===== src/rtl/fcpc_pkg.sv =====
// Shared types and constants for the fan and climate PWM controller.
// Used by fcpc_step and fan_climate_pwm_controller_top; depends on nothing.
package fcpc_pkg;

	typedef enum logic [1:0] {
		CMD_BYTE  = 2'd0,
		CMD_PULSE = 2'd1,
		CMD_LAMP  = 2'd2,
		CMD_FAN   = 2'd3
	} cmd_t;

	localparam logic [7:0] BYTE_POWER  = 8'h36;
	localparam logic [7:0] BYTE_MODE   = 8'h37;
	localparam logic [7:0] BYTE_SLOWER = 8'h38;
	localparam logic [7:0] BYTE_FASTER = 8'h39;

	localparam int unsigned CFG_INDEX_W = 3;
	localparam int unsigned CFG_DATA_W  = 8;

	localparam logic [CFG_INDEX_W-1:0] REG_FAN_PERIOD    = 3'd0;
	localparam logic [CFG_INDEX_W-1:0] REG_FAN_LEVEL_MAX = 3'd1;
	localparam logic [CFG_INDEX_W-1:0] REG_PULSES_PER_REV = 3'd2;
	localparam logic [CFG_INDEX_W-1:0] REG_HEAT_ON_TICKS = 3'd3;
	localparam logic [CFG_INDEX_W-1:0] REG_HEAT_PERIOD   = 3'd4;
	localparam logic [CFG_INDEX_W-1:0] REG_COOL_ON_TICKS = 3'd5;
	localparam logic [CFG_INDEX_W-1:0] REG_COOL_PERIOD   = 3'd6;

	typedef struct packed {
		logic [3:0] fan_period;
		logic [3:0] fan_level_max;
		logic [7:0] pulses_per_reversal;
		logic [3:0] heat_on_ticks;
		logic [3:0] heat_period;
		logic [3:0] cool_on_ticks;
		logic [3:0] cool_period;
	} cfg_t;

	localparam cfg_t CFG_RESET = '{
		fan_period:          4'd6,
		fan_level_max:       4'd6,
		pulses_per_reversal: 8'd20,
		heat_on_ticks:       4'd3,
		heat_period:         4'd7,
		cool_on_ticks:       4'd5,
		cool_period:         4'd5
	};

	typedef struct packed {
		logic       enabled;
		logic       cool_mode;
		logic       direction_flag;
		logic       left_pin;
		logic [7:0] pulse_count;
		logic [3:0] lamp_count;
		logic [3:0] fan_count;
		logic [3:0] duty_level;
		logic       fan_out;
		logic       lamp_out;
	} state_t;

	localparam state_t STATE_RESET = '{
		enabled:        1'b0,
		cool_mode:      1'b0,
		direction_flag: 1'b0,
		left_pin:       1'b0,
		pulse_count:    8'd0,
		lamp_count:     4'd0,
		fan_count:      4'd0,
		duty_level:     4'd3,
		fan_out:        1'b0,
		lamp_out:       1'b0
	};

	typedef struct packed {
		logic       fan_drive;
		logic       lamp_drive;
		logic       upper_lamp_select;
		logic       turn_left;
		logic       running;
		logic [3:0] fan_level;
	} result_t;

endpackage


===== src/rtl/fcpc_step.sv =====
// Next-state logic for one event of the fan and climate PWM controller.
// Purely combinational; depends on fcpc_pkg for the state and config types.
module fcpc_step (
	input  fcpc_pkg::state_t  state,
	input  fcpc_pkg::cfg_t    cfg,
	input  logic [1:0]        command,
	input  logic [7:0]        rx_byte,
	output fcpc_pkg::state_t  next_state,
	output fcpc_pkg::result_t result
);

	logic [8:0] pulse_inc;
	logic [4:0] lamp_inc;
	logic [4:0] fan_inc;
	logic [3:0] lamp_on;
	logic [3:0] lamp_period;

	assign pulse_inc   = {1'b0, state.pulse_count} + 9'd1;
	assign lamp_inc    = {1'b0, state.lamp_count} + 5'd1;
	assign fan_inc     = {1'b0, state.fan_count} + 5'd1;
	assign lamp_on     = state.cool_mode ? cfg.cool_on_ticks : cfg.heat_on_ticks;
	assign lamp_period = state.cool_mode ? cfg.cool_period : cfg.heat_period;

	always_comb begin
		next_state = state;
		unique case (fcpc_pkg::cmd_t'(command))
			fcpc_pkg::CMD_BYTE: begin
				priority if (rx_byte == fcpc_pkg::BYTE_POWER) begin
					if (!state.enabled) begin
						next_state.enabled        = 1'b1;
						next_state.direction_flag = 1'b0;
						next_state.pulse_count    = 8'd0;
					end else begin
						next_state.enabled  = 1'b0;
						next_state.fan_out  = 1'b0;
						next_state.lamp_out = 1'b0;
					end
				end else if (rx_byte == fcpc_pkg::BYTE_MODE) begin
					next_state.cool_mode  = ~state.cool_mode;
					next_state.lamp_count = 4'd0;
				end else if (rx_byte == fcpc_pkg::BYTE_SLOWER) begin
					if (state.duty_level > 4'd1) begin
						next_state.duty_level = state.duty_level - 4'd1;
						next_state.fan_count  = 4'd0;
					end
				end else if (rx_byte == fcpc_pkg::BYTE_FASTER) begin
					if (state.duty_level < cfg.fan_level_max) begin
						next_state.duty_level = state.duty_level + 4'd1;
						next_state.fan_count  = 4'd0;
					end
				end else begin
					next_state = state;
				end
			end
			fcpc_pkg::CMD_PULSE: begin
				// The left pin copies the inverted flag before the flag itself toggles.
				if (pulse_inc >= {1'b0, cfg.pulses_per_reversal}) begin
					next_state.pulse_count    = 8'd0;
					next_state.left_pin       = ~state.direction_flag;
					next_state.direction_flag = ~state.direction_flag;
				end else begin
					next_state.pulse_count = pulse_inc[7:0];
				end
			end
			fcpc_pkg::CMD_LAMP: begin
				if (state.enabled) begin
					next_state.lamp_out   = (state.lamp_count < lamp_on);
					next_state.lamp_count = (lamp_inc >= {1'b0, lamp_period}) ?
						4'd0 : lamp_inc[3:0];
				end
			end
			fcpc_pkg::CMD_FAN: begin
				if (state.enabled) begin
					next_state.fan_out   = (state.fan_count < state.duty_level);
					next_state.fan_count = (fan_inc >= {1'b0, cfg.fan_period}) ?
						4'd0 : fan_inc[3:0];
				end
			end
			default: next_state = state;
		endcase
	end

	assign result.fan_drive         = next_state.fan_out;
	assign result.lamp_drive        = next_state.lamp_out;
	assign result.upper_lamp_select = next_state.cool_mode;
	assign result.turn_left         = next_state.left_pin;
	assign result.running           = next_state.enabled;
	assign result.fan_level         = next_state.duty_level;

endmodule


===== src/rtl/fan_climate_pwm_controller_top.sv =====
// Top level of the fan and climate PWM controller: state, configuration
// registers and the result buffer. Depends on fcpc_pkg and fcpc_step.
//
// Usage: each request on the input channel (in_valid, in_stall, command,
// rx_byte) is one event: a command byte, a rotation pulse, a lamp tick or a
// fan tick. Every request produces exactly one result on the output channel
// (out_valid, out_stall and the six output fields), showing the outputs
// after that event. A request is taken when valid is high and stall is low.
// The result is registered, in the output or skid register, at the edge that
// takes the request. Throughput is one request per cycle while the receiver does
// not stall; the combinational state update feeds the output register.
// When the receiver stalls, one further result is held in a skid register;
// in_stall rises only once both the output and skid registers are full, and
// it is driven from a register alone.
// Configuration writes (cfg_we, cfg_index, cfg_data) take effect at the next
// edge and are meant to be made while no request is outstanding; indexes
// beyond the register list are ignored.
// Reset (arst_n low) loads the default configuration, switches the system
// off, sets the fan level to three and empties the result buffer.
module fan_climate_pwm_controller_top (
	input  logic                                clk,
	input  logic                                arst_n,
	input  logic                                in_valid,
	output logic                                in_stall,
	input  logic [1:0]                          command,
	input  logic [7:0]                          rx_byte,
	output logic                                out_valid,
	input  logic                                out_stall,
	output logic                                fan_drive,
	output logic                                lamp_drive,
	output logic                                upper_lamp_select,
	output logic                                turn_left,
	output logic                                running,
	output logic [3:0]                          fan_level,
	input  logic                                cfg_we,
	input  logic [fcpc_pkg::CFG_INDEX_W-1:0]    cfg_index,
	input  logic [fcpc_pkg::CFG_DATA_W-1:0]     cfg_data
);

	fcpc_pkg::cfg_t    cfg_q;
	fcpc_pkg::state_t  state_q;
	fcpc_pkg::state_t  next_state;
	fcpc_pkg::result_t step_result;
	fcpc_pkg::result_t out_q;
	fcpc_pkg::result_t skid_q;
	logic              out_valid_q;
	logic              skid_valid_q;
	logic              in_accept;
	logic              out_take;

	assign in_stall  = skid_valid_q;
	assign in_accept = in_valid && !skid_valid_q;
	assign out_take  = out_valid_q && !out_stall;

	fcpc_step u_step (
		.state      (state_q),
		.cfg        (cfg_q),
		.command    (command),
		.rx_byte    (rx_byte),
		.next_state (next_state),
		.result     (step_result)
	);

	always_ff @(posedge clk or negedge arst_n) begin
		if (!arst_n) begin
			cfg_q <= fcpc_pkg::CFG_RESET;
		end else if (cfg_we) begin
			unique case (cfg_index)
				fcpc_pkg::REG_FAN_PERIOD:     cfg_q.fan_period          <= cfg_data[3:0];
				fcpc_pkg::REG_FAN_LEVEL_MAX:  cfg_q.fan_level_max       <= cfg_data[3:0];
				fcpc_pkg::REG_PULSES_PER_REV: cfg_q.pulses_per_reversal <= cfg_data;
				fcpc_pkg::REG_HEAT_ON_TICKS:  cfg_q.heat_on_ticks       <= cfg_data[3:0];
				fcpc_pkg::REG_HEAT_PERIOD:    cfg_q.heat_period         <= cfg_data[3:0];
				fcpc_pkg::REG_COOL_ON_TICKS:  cfg_q.cool_on_ticks       <= cfg_data[3:0];
				fcpc_pkg::REG_COOL_PERIOD:    cfg_q.cool_period         <= cfg_data[3:0];
				default:                      cfg_q                     <= cfg_q;
			endcase
		end
	end

	always_ff @(posedge clk or negedge arst_n) begin
		if (!arst_n) begin
			state_q <= fcpc_pkg::STATE_RESET;
		end else if (in_accept) begin
			state_q <= next_state;
		end
	end

	// Output register plus one skid entry; the skid drains first.
	always_ff @(posedge clk or negedge arst_n) begin
		if (!arst_n) begin
			out_valid_q  <= 1'b0;
			skid_valid_q <= 1'b0;
		end else begin
			if (out_take || !out_valid_q) begin
				if (skid_valid_q) begin
					out_valid_q  <= 1'b1;
					skid_valid_q <= 1'b0;
				end else begin
					out_valid_q <= in_accept;
				end
			end else if (in_accept) begin
				skid_valid_q <= 1'b1;
			end
		end
	end

	always_ff @(posedge clk) begin
		if (out_take || !out_valid_q) begin
			if (skid_valid_q) begin
				out_q <= skid_q;
			end else if (in_accept) begin
				out_q <= step_result;
			end
		end else if (in_accept) begin
			skid_q <= step_result;
		end
	end

	assign out_valid         = out_valid_q;
	assign fan_drive         = out_q.fan_drive;
	assign lamp_drive        = out_q.lamp_drive;
	assign upper_lamp_select = out_q.upper_lamp_select;
	assign turn_left         = out_q.turn_left;
	assign running           = out_q.running;
	assign fan_level         = out_q.fan_level;

`ifndef SYNTHESIS
	a_skid_needs_out: assert property (@(posedge clk) disable iff (!arst_n)
		skid_valid_q |-> out_valid_q)
		else $error("skid entry held while output register empty");

	a_accept_gives_result: assert property (@(posedge clk) disable iff (!arst_n)
		in_accept |=> out_valid_q)
		else $error("accepted request produced no result");

	a_duty_nonzero: assert property (@(posedge clk) disable iff (!arst_n)
		state_q.duty_level != 4'd0)
		else $error("fan duty level reached zero");

	a_off_drives_low: assert property (@(posedge clk) disable iff (!arst_n)
		!state_q.enabled |-> (!state_q.fan_out && !state_q.lamp_out))
		else $error("PWM output high while switched off");

	a_skid_drains: assert property (@(posedge clk) disable iff (!arst_n)
		(skid_valid_q && !out_stall) |=> !skid_valid_q)
		else $error("skid entry not moved on when output taken");
`endif

endmodule


===== config.mk =====
export PLATFORM = sky130hd
export DESIGN_NAME = fan_climate_pwm_controller_top
export DESIGN_NICKNAME = d
export VERILOG_FILES = /design/src/rtl/fcpc_pkg.sv /design/src/rtl/fcpc_step.sv /design/src/rtl/fan_climate_pwm_controller_top.sv
export SDC_FILE = /design/constraint.sdc
export NUM_CORES = 1
export LEC_CHECK = 0
export ABC_AREA = 1
export BUFFER_PORTS_ARGS = -buffer_cell sky130_fd_sc_hd__buf_4
export CAP_MARGIN = 20
export CORE_ASPECT_RATIO = 1.1
export CORE_MARGIN = 2
export CORE_UTILIZATION = 45
export CTS_CLUSTER_DIAMETER = 30
export DETAILED_ROUTE_END_ITERATION = 10
export REMOVE_ABC_BUFFERS = 1
export SYNTH_ARGS = -nofsm -noshare
export SYNTH_HDL_FRONTEND = slang
export SYNTH_SLANG_ARGS = --single-unit

===== constraint.sdc =====
create_clock -name clk -period 3.5 [get_ports clk]
set_input_delay 0.175 -clock clk [delete_from_list [all_inputs] [get_ports clk]]
set_output_delay 0.175 -clock clk [all_outputs]
set_load 0.01 [all_outputs]

Word level (Yosys, flattened, before mapping)
Cells that the tools add are included.
Widths: inputs -> output; s select.

storage, ports and cells
  register bits = 78
  output and inout bits = 11
  word-level logic and storage cells = 135

operators by class
  add/subtract/negate cells = 5
  $lt $le $gt $ge = 7
  equality and inequality tests = 24
  mux-type cells = 39
  bitwise logic cells = 3
  reductions and logical operators = 26

operators by type and width
  cell                 count
  $mux 8               7
  $eq 8x6->1 const B   4
  $mux 4               8
  $pmux 10 s2          1
  $mux 9               2
  $reduce_and 2->1     9
  $pmux 4 s2           2
  $lt 4x4->1           3
  $mux 12              1
  $mux 1               11
  $add 4x1->5 const B  2
  $ge 5x4->1           2
  $mux 10              1
  $ne 2x2->1 const B   5
  $reduce_and 5->1     2
  $reduce_bool 2->1    5
  $add 8x1->9 const B  1
  $eq 3x3->1 const B   3
  $ge 9x8->1           1
  $mux 2               4
  $reduce_and 8->1     1
  $eq 3x2->1 const B   2
  $ne 2x1->1 const B   3
  $ne 3x1->1 const B   2
  other kinds (15)     22

Depth between registers and ports, before layout
Gate-level depths: netlist (run 1).

  depth after elaboration = 9
  gate-level depth with buffers = 18
  depth with buffers taken out = 18

Cells and area by module
Synthesis (run 1) repeated with hierarchy kept, for this count alone.

second synthesis, totals
  cell total of the unflattened synthesis = 688
  area, all modules = 5117.4 um^2

modules (own cells, without submodules)
  module                          times used  cells an instance  area an instance (um^2)  sequential area each (um^2)
  fan_climate_pwm_controller_top  1           320                3084.2                   2063.2
  fcpc_step                       1           368                2033.2                   0.0

Worst setup path before layout (run 1)
Ideal clock, no wire load.

  kind = reg2reg
  start point = register state_q[14] in the netlist's numbering
  end point = register out_q, in the netlist turn_left, data pin
  setup time = 0.252 ns
  arrival = 2.238 ns
  required time = 3.248 ns
  setup slack = 1.009 ns
  stages on the path, launching flop included = 19
  path buffers = 0
  clock period less this slack = 2.491 ns
  path through = dfrtp_1 > ha_1 > nand2_1 > nor2_4 > nand3_1 > xor2_1 > inv_1 > ha_1 > a21o_1 > nand3_2 > nand2_1 > inv_1 > nand2_2 > nor2_4 > nand2_4 > nand2_1 > nand3_2 > nand2_1 > nand2_1

RTL lines
  element                 RTL line                               text
  start, declared         fan_climate_pwm_controller_top.sv:41   fcpc_pkg::state_t state_q;
  start signal, assigned  fan_climate_pwm_controller_top.sv:83   state_q <= fcpc_pkg::STATE_RESET;
  start signal, assigned  fan_climate_pwm_controller_top.sv:85   state_q <= next_state;
  end signal, assigned    fan_climate_pwm_controller_top.sv:111  out_q <= skid_q;
  end signal, assigned    fan_climate_pwm_controller_top.sv:113  out_q <= step_result;
  end, declared           fan_climate_pwm_controller_top.sv:44   fcpc_pkg::result_t out_q;

==> results of run 1 <==
-- placed cells by master, fill, tap and decap left out, drive strengths merged --
master / n
nand2: 150
inv: 67
o21ai: 56
dfrtp: 43
buf: 36
nor2: 36
ha: 35
nand3: 35
edfxtp: 18
dfstp: 17
a21oi: 16
clkbuf: 14
xor2: 11
nand4: 7
mux2i: 6
xnor2: 3
o211ai: 3
a31oi: 3
nor3: 3
a21boi: 2
clkinv: 2
nor4: 2
nand3b: 1
and2: 1
o31ai: 1
or2: 1
o21bai: 1
a21o: 1
a32o: 1
a31o: 1
a211oi: 1
dlygate4sd3: 1
-- synth_stat cells (all sizes together) --
cell      n
a21oi    16
nor3      3
nor4      2
or2       1
clkbuf    3
dfrtp    43
o21ai    56
dfstp    17
o211ai    3
ha       35
o31ai     1
a31oi     3
o21bai    1
and2      1
a21boi    2
a211oi    1
nand3b    1
a21o      1
mux2i     6
xnor2     3
a31o      1
inv      67
xor2     11
buf       2
edfxtp   18
nand3    35
nand4     7
nand2   150
a32o      1
nor2     36
-- what timing repair did --
item / 4_1_cts / 5_1_grt
endpoints found under the hold margin: 43 / 0
hold buffers: 1 / 0
buffers inserted: 0 / 0
-- through the flow --
step,std cells,worst slack (ns),util (%),cell area (um^2)
after global routing,695,0.475,51.9,5080
after CTS,695,0.754,51.9,5080
final,695,0.772,51.9,5080
after global placement,678,0.861,50.1,4910
after detailed placement,678,0.772,50.1,4910
after floorplan,522,1.01,-,4490
-- state kept, by name, summed over array words and instances (netlist names) --
signal and flops:
cfg_q 32, state_q 26, skid_q 9, fan_level 4, fan_drive 1, in_stall 1, lamp_drive 1, out_valid 1
running 1, turn_left 1, upper_lamp_select 1
-- where the power goes --
part | switching, mW | internal [mW]
logic | 0.340 | 0.241
registers | 0.0974 | 1.10
clock network | 0.326 | 0.276
-- critical path, delay by kind of cell (launching register included) --
family,cells,cell delay [ns]
flops,1,0.44
buf+inv,2,0.13
fa+ha+maj,2,0.53
compound gates,1,0.18
simple gates,12,1.00
xor+xnor,1,0.23
-- layer usage --
layer  global-route usage, %  vias up  share of wire [%]
li1                        -     1829                  -
met2                    27.9       55                 45
met5                       0        -                  0
met1                    24.8     1612                 50
met4                    5.58        0                1.1
met3                    3.65        7                3.5
-- logic make-up after synthesis --
group                      after synthesis  share of synthesized area (%)
and+or+nand+nor                        236                           23.6
AOI/OAI and AO/OA                       86                           10.9
DFF                                     78                           45.7
buffers and inverters                   72                           6.05
adders and majority gates               35                           9.71
xor gates and xnor gates                14                           2.72
muxes                                    6                           1.33
-- path summary, 6_finish.rpt --
| kind | startpoint | end | cells after the start |
|---|---|---|---|
| min in group asynchronous | arst_n | cfg_q[14] | 2 |
| worst min-delay path | in_valid | out_valid | 3 |
| worst max-delay path | state_q[14] | turn_left | 18 |
| max in group asynchronous | arst_n | state_q[25] | 2 |
| worst max register to register | state_q[14] | turn_left | 18 |
| worst min register to register | cfg_q[18] | cfg_q[18] | 2 |
-- layout make-up --
type,instances,area (um^2)
fill,904,4710
multi-input combinational,377,2170
tap,120,150
sequential,78,2060
inverter,67,251
clock inverter,2,10.0
clock buffer,14,153
timing repair buffer,37,280
==> flow_summary.toml, run 1 <==
[run_status]
outcome = "complete, no violations"

[power_and_ir_drop]
p_per_area_nw_per_um2 = 468
ir_drop_uv = 243
leakage_nw = 2.52
power_mw = 2.38

[cts]
cts.clk_slew.worst_paths_ns = 0.08
cts_tree = "yes"
clk_latency_ns = 0.36
cts_buffer_depth = 2
cts_inserted_buffers = 9
htreeDepth = 3
cts_sinks = 78
ctsResizeCount = 0
root_buffer = "clkbuf_8"

[synth]
synth.avg_cell_area_um2 = 8.56
synthCells = 527
yosys.area.top_type = "dfrtp_1"
ys.warnings.count = 0
synthTopCellsByArea = "dfrtp_1 (24%), nand2_1 (12%), edfxtp_1 (12%)"
synth_seq_cells = 78
synth_top_area_share_pct = 23.9
ys_types = 40
seq_area_frac_synth_pct = 45.7
syn-cell-area_um2 = 4510

[sta]
tightest_slew_ns = 0.841
fin_crit_sh_pct = 77.9
slew_headroom_pct = 43.9
hold_ws_ns = 0.0486
fmax_ghz = 0.367
drv_slew = 0
finalSetupViolCount = 0
rsz0062_at_grt = "false"
layout_min_cycle_time_ns = 2.73
hold_viol_final = 0
fin_skew_ns = 0.0108
tns_ns = 0

[setup_path]
critPathMaxFanout = 5
slowest_stage = "dfrtp_1"
path_class = "register to register"
critPathArrivalTime_ns = 2.85
crit_path_frequent_cell = "nand2_1"
cp-start-kind = "register"
reg2reg_slack_ns = 0.77
path_cells = "ha_1 -> nand2_1 -> nor2_4 -> nand3_1 -> xor2_1 -> inv_1 -> ha_1 -> a21o_1 -> nand3_2 -> nand2_1 -> inv_1 -> nand2_2 -> nor2_4 -> nand2_4 -> nand2_1 -> nand3_2 -> nand2_1 -> nand2_1"
critPathCaptureType = "register"
crit_path_max_incr_delay_ns = 0.44
required_ns = 3.62

[floorplan]
dieArea_um2 = 10800
die_width_um = 99.5
pin_count = 37
core-area_um2 = 9790
start_util_pct = 46.1
fp.dieH_um = 109
num_rows = 38

[global_route]
grt_pass1_vias = 3228
grt_pass1_wl_um = 15100
antenna_found_initial = 0
grt_start_max_net_pins = 61
grt.total_usage_pct = 17.7
grt_overflow = 0

[drt]
wl_per_cell_um = 12.9
via_count = 3503
route.detailed.drc = 0
viasPerCell = 5.04
dr.pass1.iters = 4
drt-total-wl_um = 8990
drt_iter0_drc = 159
drtAntennaViolNets = 0

[flow_run]
cap_violations = 0

[placed_design]
port_buffers = 36
dpl.hpwl_um = 6700
globalplace.congestion = 0.844

[final_layout]
nNetsFinal = 631
antenna_cells = 0
drive_gt1_share_pct = 16.7
syn2layout_area_growth_pct = 12.7

[min_path]
hold_class = "primary input to register"
(Power assumes the default switching activity.)
==> run 2: changes to the inputs <==
Settings changed: PLACE_DENSITY set to 0.65.
Clock period 3.5 ns to 2.39 ns, I/O delays scaled along.
==> run 2 against run 1 <==
  * The run now ends with setup timing left
  * Combinational power up 56%
  * Utilization up 3.3 points
  * Die area unchanged
  * Critical path type unchanged
  * Critical endpoint is now state_q[21]
  * Count of clock-buffer cells in the layout down 2
==> flow_summary.toml, run 2 (synthesized netlist as in run 1, its figures left out) <==
[run_status]
outcome = "finished with violations"
violations = "setup timing"

[sta]
slew_headroom_pct = 49.1
finalSetupViolCount = 6
worst_slack_ns = -0.0459
fmax_ghz = 0.411
rsz0062_at_grt = "true"
layout_min_cycle_time_ns = 2.44
drv_slew = 0
hold_viol_final = 0
fin_skew_ns = 0.0165
fin_crit_sh_pct = 102
tightest_slew_ns = 0.764

[cts]
cts_tree = "yes"
clk_latency_ns = 0.36
cts_sinks = 78
htreeDepth = 3
root_buffer = "clkbuf_8"
cts_buffer_depth = 2
cts.clk_slew.worst_paths_ns = 0.08
cts_inserted_buffers = 9

[drt]
drtAntennaViolNets = 0
drt_iter0_drc = 197
via_count = 3603
wl_per_cell_um = 13.3
dr.pass1.iters = 5
drt-total-wl_um = 9550
route.detailed.drc = 0
viasPerCell = 5.03

[final_layout]
layout_common_cells = "nand2_1 (142), inv_1 (56), buf_4 (56)"
fillers = 876
drive_gt1_share_pct = 22.4
nNetsFinal = 653
multi_input_area_um2 = 2270
largest_register_ffs = 32
syn2layout_area_growth_pct = 19.8
largest_register = "cfg_q"
antenna_cells = 0
seqCellArea_um2 = 2060
top_regs = "cfg_q: 32 flops, state_q: 26 flops, skid_q: 9 flops"
final_common_cell = "nand2_1"
fin_util_pct = 55.2
stdcell_count = 717

[global_route]
antenna_found_initial = 0
grt_overflow = 0
grt.total_usage_pct = 18.8
grt_pass1_vias = 3620
grt_pass1_wl_um = 16300
grt_start_max_net_pins = 61

[setup_path]
cp-start-kind = "register"
reg2reg_slack_ns = -0.05
critPathArrivalTime_ns = 2.72
reg2regPathDepth = 18
critPathMaxFanout = 6
required_ns = 2.67
r2r_end = "state_q[21]"
r2r_start = "state_q[15]"
critPathCaptureType = "register"
path_class = "register to register"

[floorplan]
start_util_pct = 46.1
fp.dieH_um = 109
num_rows = 38
core-area_um2 = 9790
dieArea_um2 = 10800
pin_count = 37
die_width_um = 99.5

[min_path]
min_to = "cfg_q[23]"
hold_path.startpoint = "cfg_data[7]"
hold_class = "primary input to register"
min_path_cells = 3

[placed_design]
dpl.hpwl_um = 6950
globalplace.congestion = 0.881
dp.cells = 695
dp_slack_ns = -0.115
port_buffers = 36

[flow_run]
cap_violations = 0

[power_and_ir_drop]
p_per_area_nw_per_um2 = 690
leakage_nw = 2.63
ir_drop_uv = 374
## run 2: layout make-up
type	instances	share of cell area (%)
clock inverters	4	1.34
flip-flops and latches	78	38.2
well taps	120	2.78
multi-input cells	377	42.0
repair buffers	59	8.52
inverters	67	4.65
clock buffers	12	2.50
## run 2: worst max-delay path, stage by stage, from the launching register on
cell and delay, ns:
dfrtp_1 0.37, ha_2 0.19, nand2_2 0.07, nor2_4 0.14
nand3_2 0.10, xor2_2 0.19, inv_2 0.07, ha_4 0.22
a21o_1 0.16, nand3_2 0.07, nand2_2 0.05, inv_2 0.05
nand2_2 0.05, nor2_4 0.11, nand2_4 0.06, buf_12 0.13
nor2_8 0.12, nand2_8 0.09, o21ai_2 0.14
## run 2: routing by layer
metal | track usage [%] | part of all wire, %
met4 | 6.46 | 0.80
met1 | 24.8 | 47
met5 | 0 | 0
met3 | 2.56 | 3.5
met2 | 32.0 | 48
## run 2: stage by stage
| stage | hold WS [ns] | instance area (um^2) | setup TNS, ns | power [mW] |
|---|---|---|---|---|
| CTS | 0.00286 | 5320 | -0.169 | 3.74 |
| global placement | 0.239 | 5050 | -0.293 | 2.62 |
| global route | 0.0288 | 5400 | -1.87 | 3.98 |
| finish | 0.00940 | 5400 | -0.192 | 3.73 |
| detailed placement | 0.243 | 5050 | -0.628 | 2.66 |
| floorplan | -0.176 | 4490 | -0.122 | 2.35 |
## run 2: where the power goes
group,internal (mW),switching [mW],total [mW]
registers,1.60,0.131,1.74
clock network,0.589,0.492,1.08
logic,0.381,0.529,0.909
total,2.57,1.15,3.73
## run 2: timing repair
| item | 4_1_cts | 5_1_grt |
|---|---|---|
| buffers inserted | 2 | 2 |
| hold buffers | 2 | 0 |
| endpoints found under the setup margin | 10 | 13 |
| gates resized for setup | 4 | 13 |
| hold endpoints to repair | 44 | 0 |
| pin swaps | 3 | 5 |
## run 2: worst max-delay path by stage
stage / depth (start not counted) / end / start / slack [ns]
CTS: 18 / state_q[21] / state_q[15] / -0.06
finish: 18 / state_q[21] / state_q[15] / -0.05
global placement: 18 / turn_left / state_q[14] / -0.04
detailed placement: 18 / state_q[21] / state_q[15] / -0.11
global route: 18 / state_q[17] / state_q[15] / -0.20
floorplan: 18 / turn_left / state_q[14] / -0.10
==> run 3: changes to the inputs <==
Settings changed: PLACE_DENSITY 0.65 to unset, SYNTH_HIERARCHICAL set to 1.
==> run 3 against run 2 <==
  * The flow still finishes with violations (setup timing)
  * Final area is 14% higher
  * Largest power group unchanged
  * Utilization increased by 0.78 points
  * Highest routed layer unchanged
  * Register-to-register slack worse by 0.03 ns
  * Critical endpoint is now state_q[15]
==> flow_summary.toml, run 3 <==
[final_layout]
nNetsFinal = 803
top_regs = "cfg_q: 32 flops, state_q: 26 flops, skid_q: 9 flops"
layout_common_cells = "nand2_1 (258), inv_1 (69), nand3_1 (67)"
syn2layout_area_growth_pct = 20.4
antenna_cells = 0
largest_register = "cfg_q"
final_common_cell = "nand2_1"
drive_gt1_share_pct = 19.3
largest_register_ffs = 32

[global_route]
grt.total_usage_pct = 19.9
grt_start_max_net_pins = 61
grt_overflow = 0
grt_pass1_wl_um = 19500
antenna_found_initial = 0
grt_pass1_vias = 4088

[synth]
yosys.area.top_type = "dfrtp_1"
synth-edff-count = 18
syn-cell-area_um2 = 5120
synth.most_common_cell = "nand2_1"
synth_commonest_cells = "nand2_1 (262), nand3_1 (73), inv_1 (71)"
synth_top_area_share_pct = 21.0
synth_seq_cells = 78
synthTopCellsByArea = "dfrtp_1 (21%), nand2_1 (19%), edfxtp_1 (11%)"
ys_types = 38
synth-async-reset-ratio_pct = 76.9
synthCells = 688
synthFlopType = "dfrtp_1"
seq_area_frac_synth_pct = 40.3
ys.warnings.count = 6
synth.avg_cell_area_um2 = 7.44

[drt]
met2_length_um = 5750
wl_per_cell_um = 13.4
drt_iter0_drc = 280
via_count = 4494
wl_met1_um = 5610
maxUsedRoutingLayer = "met4"
route.detailed.drc = 0
drt-total-wl_um = 12000
wl_met3_um = 473
drtAntennaViolNets = 0
dr.pass1.iters = 5
viasPerCell = 5.03

[power_and_ir_drop]
power_mw = 4.82
leakage_nw = 3.15
ir_drop_uv = 322
share_comb_of_total_power_pct = 33.9
seq_power_share_pct = 37.8
power.share.switching_pct = 35.2
p_per_area_nw_per_um2 = 782
power.internal_mw = 3.12
clkPwrFrac_pct = 28.3
power_switching_mw = 1.69

[sta]
fmax_ghz = 0.406
fin_crit_sh_pct = 103
finalSetupViolCount = 7
layout_min_cycle_time_ns = 2.46
tightest_slew_ns = 0.771
hold_ws_ns = 0.0134
worst_slack_ns = -0.0737
tns_ns = -0.282
slew_headroom_pct = 48.6
rsz0062_at_grt = "true"
drv_slew = 0
hold_viol_final = 0
fin_skew_ns = 0.00356

[placed_design]
dpl.hpwl_um = 8440
globalplace.congestion = 0.877
port_buffers = 36

[floorplan]
fp.dieH_um = 116
core-area_um2 = 11000
die_width_um = 106
pin_count = 37
start_util_pct = 46.5
num_rows = 40
dieArea_um2 = 12200

[setup_path]
critPathArrivalTime_ns = 2.73
cp-start-kind = "register"
path_class = "register to register"
critPathCaptureType = "register"
critPathMaxFanout = 8
required_ns = 2.66

[cts]
cts_sinks = 78
htreeDepth = 3
cts_tree = "yes"
root_buffer = "clkbuf_16"
cts_buffer_depth = 2
cts_inserted_buffers = 9
cts.clk_slew.worst_paths_ns = 0.06
clk_latency_ns = 0.34

[run_status]
violations = "setup timing"
outcome = "finished with violations"

[min_path]
hold_class = "primary input to register"

[flow_run]
cap_violations = 0
-- run 3: cell types whose count changed after synthesis, sizes merged, moves of 5 or more --
| cell | before | now |
|---|---|---|
| a21oi | 16 | 22 |
| buf | 2 | 22 |
| inv | 67 | 74 |
| nand2 | 150 | 266 |
| nand3 | 35 | 73 |
| nor2 | 36 | 43 |
| o21ai | 56 | 19 |
| xor2 | 11 | 16 |
-- run 3: metrics by stage --
step	instance area [um^2]	std cells	utilization [%]	setup WS, ns
after CTS	5980	890	54.3	-0.0398
after global placement	5580	867	50.7	-0.0941
after detailed placement	5580	867	50.7	-0.185
after global routing	6160	894	55.9	-0.221
after floorplan	4960	662	-	-0.239
final	6160	894	55.9	-0.0737
-- run 3: routing by layer --
metal / vias up / global-route usage [%]
li1: 2307 / -
met1: 2073 / 26.3
met2: 102 / 33.8
met3: 12 / 3.99
met4: 0 / 4.91
met5: - / 0
-- run 3: kinds of logic after synthesis --
logic type | Yosys count | share of synthesized area, %
and+or+nand+nor | 397 | 32.5
buffers and inverters | 100 | 8.48
DFF | 78 | 40.3
AOI/OAI and AO/OA | 54 | 5.84
adders and majority gates | 35 | 8.56
xor gates and xnor gates | 17 | 2.91
muxes | 7 | 1.39
-- run 3: final cells by class --
class / count / area, um^2
inverters: 74 / 278
flip-flops and latches: 78 / 2060
multi-input cells: 510 / 2810
well taps: 147 / 184
repair buffers: 69 / 531
fillers: 1041 / 4850
clock inverters: 7 / 71.3
clock buffers: 9 / 225
-- run 3: worst max-delay path, stage by stage (launching register included) --
cell	delay, ns
dfrtp_1	0.39
ha_2	0.20
nand2_2	0.08
nor2_4	0.04
buf_4	0.14
xnor2_1	0.16
inv_2	0.09
ha_4	0.22
nand2_1	0.09
a21oi_2	0.04
nor2_2	0.14
nor2_4	0.05
nor2_4	0.09
nand3_4	0.12
buf_6	0.17
o21ai_2	0.10
nand3_1	0.13
nand2_1	0.13
-- run 3: worst paths after layout --
kind / startpoint / endpoint / slack, ns / cells after the start
worst max register to register: state_q[15] / state_q[15] / -0.07 / 17
worst min register to register: cfg_q[12] / cfg_q[12] / 0.46 / 2
worst min-delay path: cfg_data[6] / cfg_q[22] / 0.01 / 3
worst max-delay path: state_q[15] / state_q[15] / -0.07 / 17
max in group asynchronous: arst_n / state_q[24] / 1.44 / 2
min in group asynchronous: arst_n / state_q[8] / 0.41 / 2
-- run 3: power by group through the flow --
stage	logic, mW	clock network (mW)	registers, mW
floorplan	0.982	0	1.82
global placement	1.42	0	1.82
detailed placement	1.47	0	1.83
CTS	1.51	1.39	1.81
global route	1.85	1.47	1.85
finish	1.63	1.36	1.82
-- run 3: timing repair --
item | 4_1_cts | 5_1_grt
endpoints found under the setup margin | 12 | 15
pin swaps | 5 | 17
gates resized for setup | 8 | 33
endpoints found under the hold margin | 44 | 0
buffers inserted | 5 | 4
hold buffers | 2 | 0
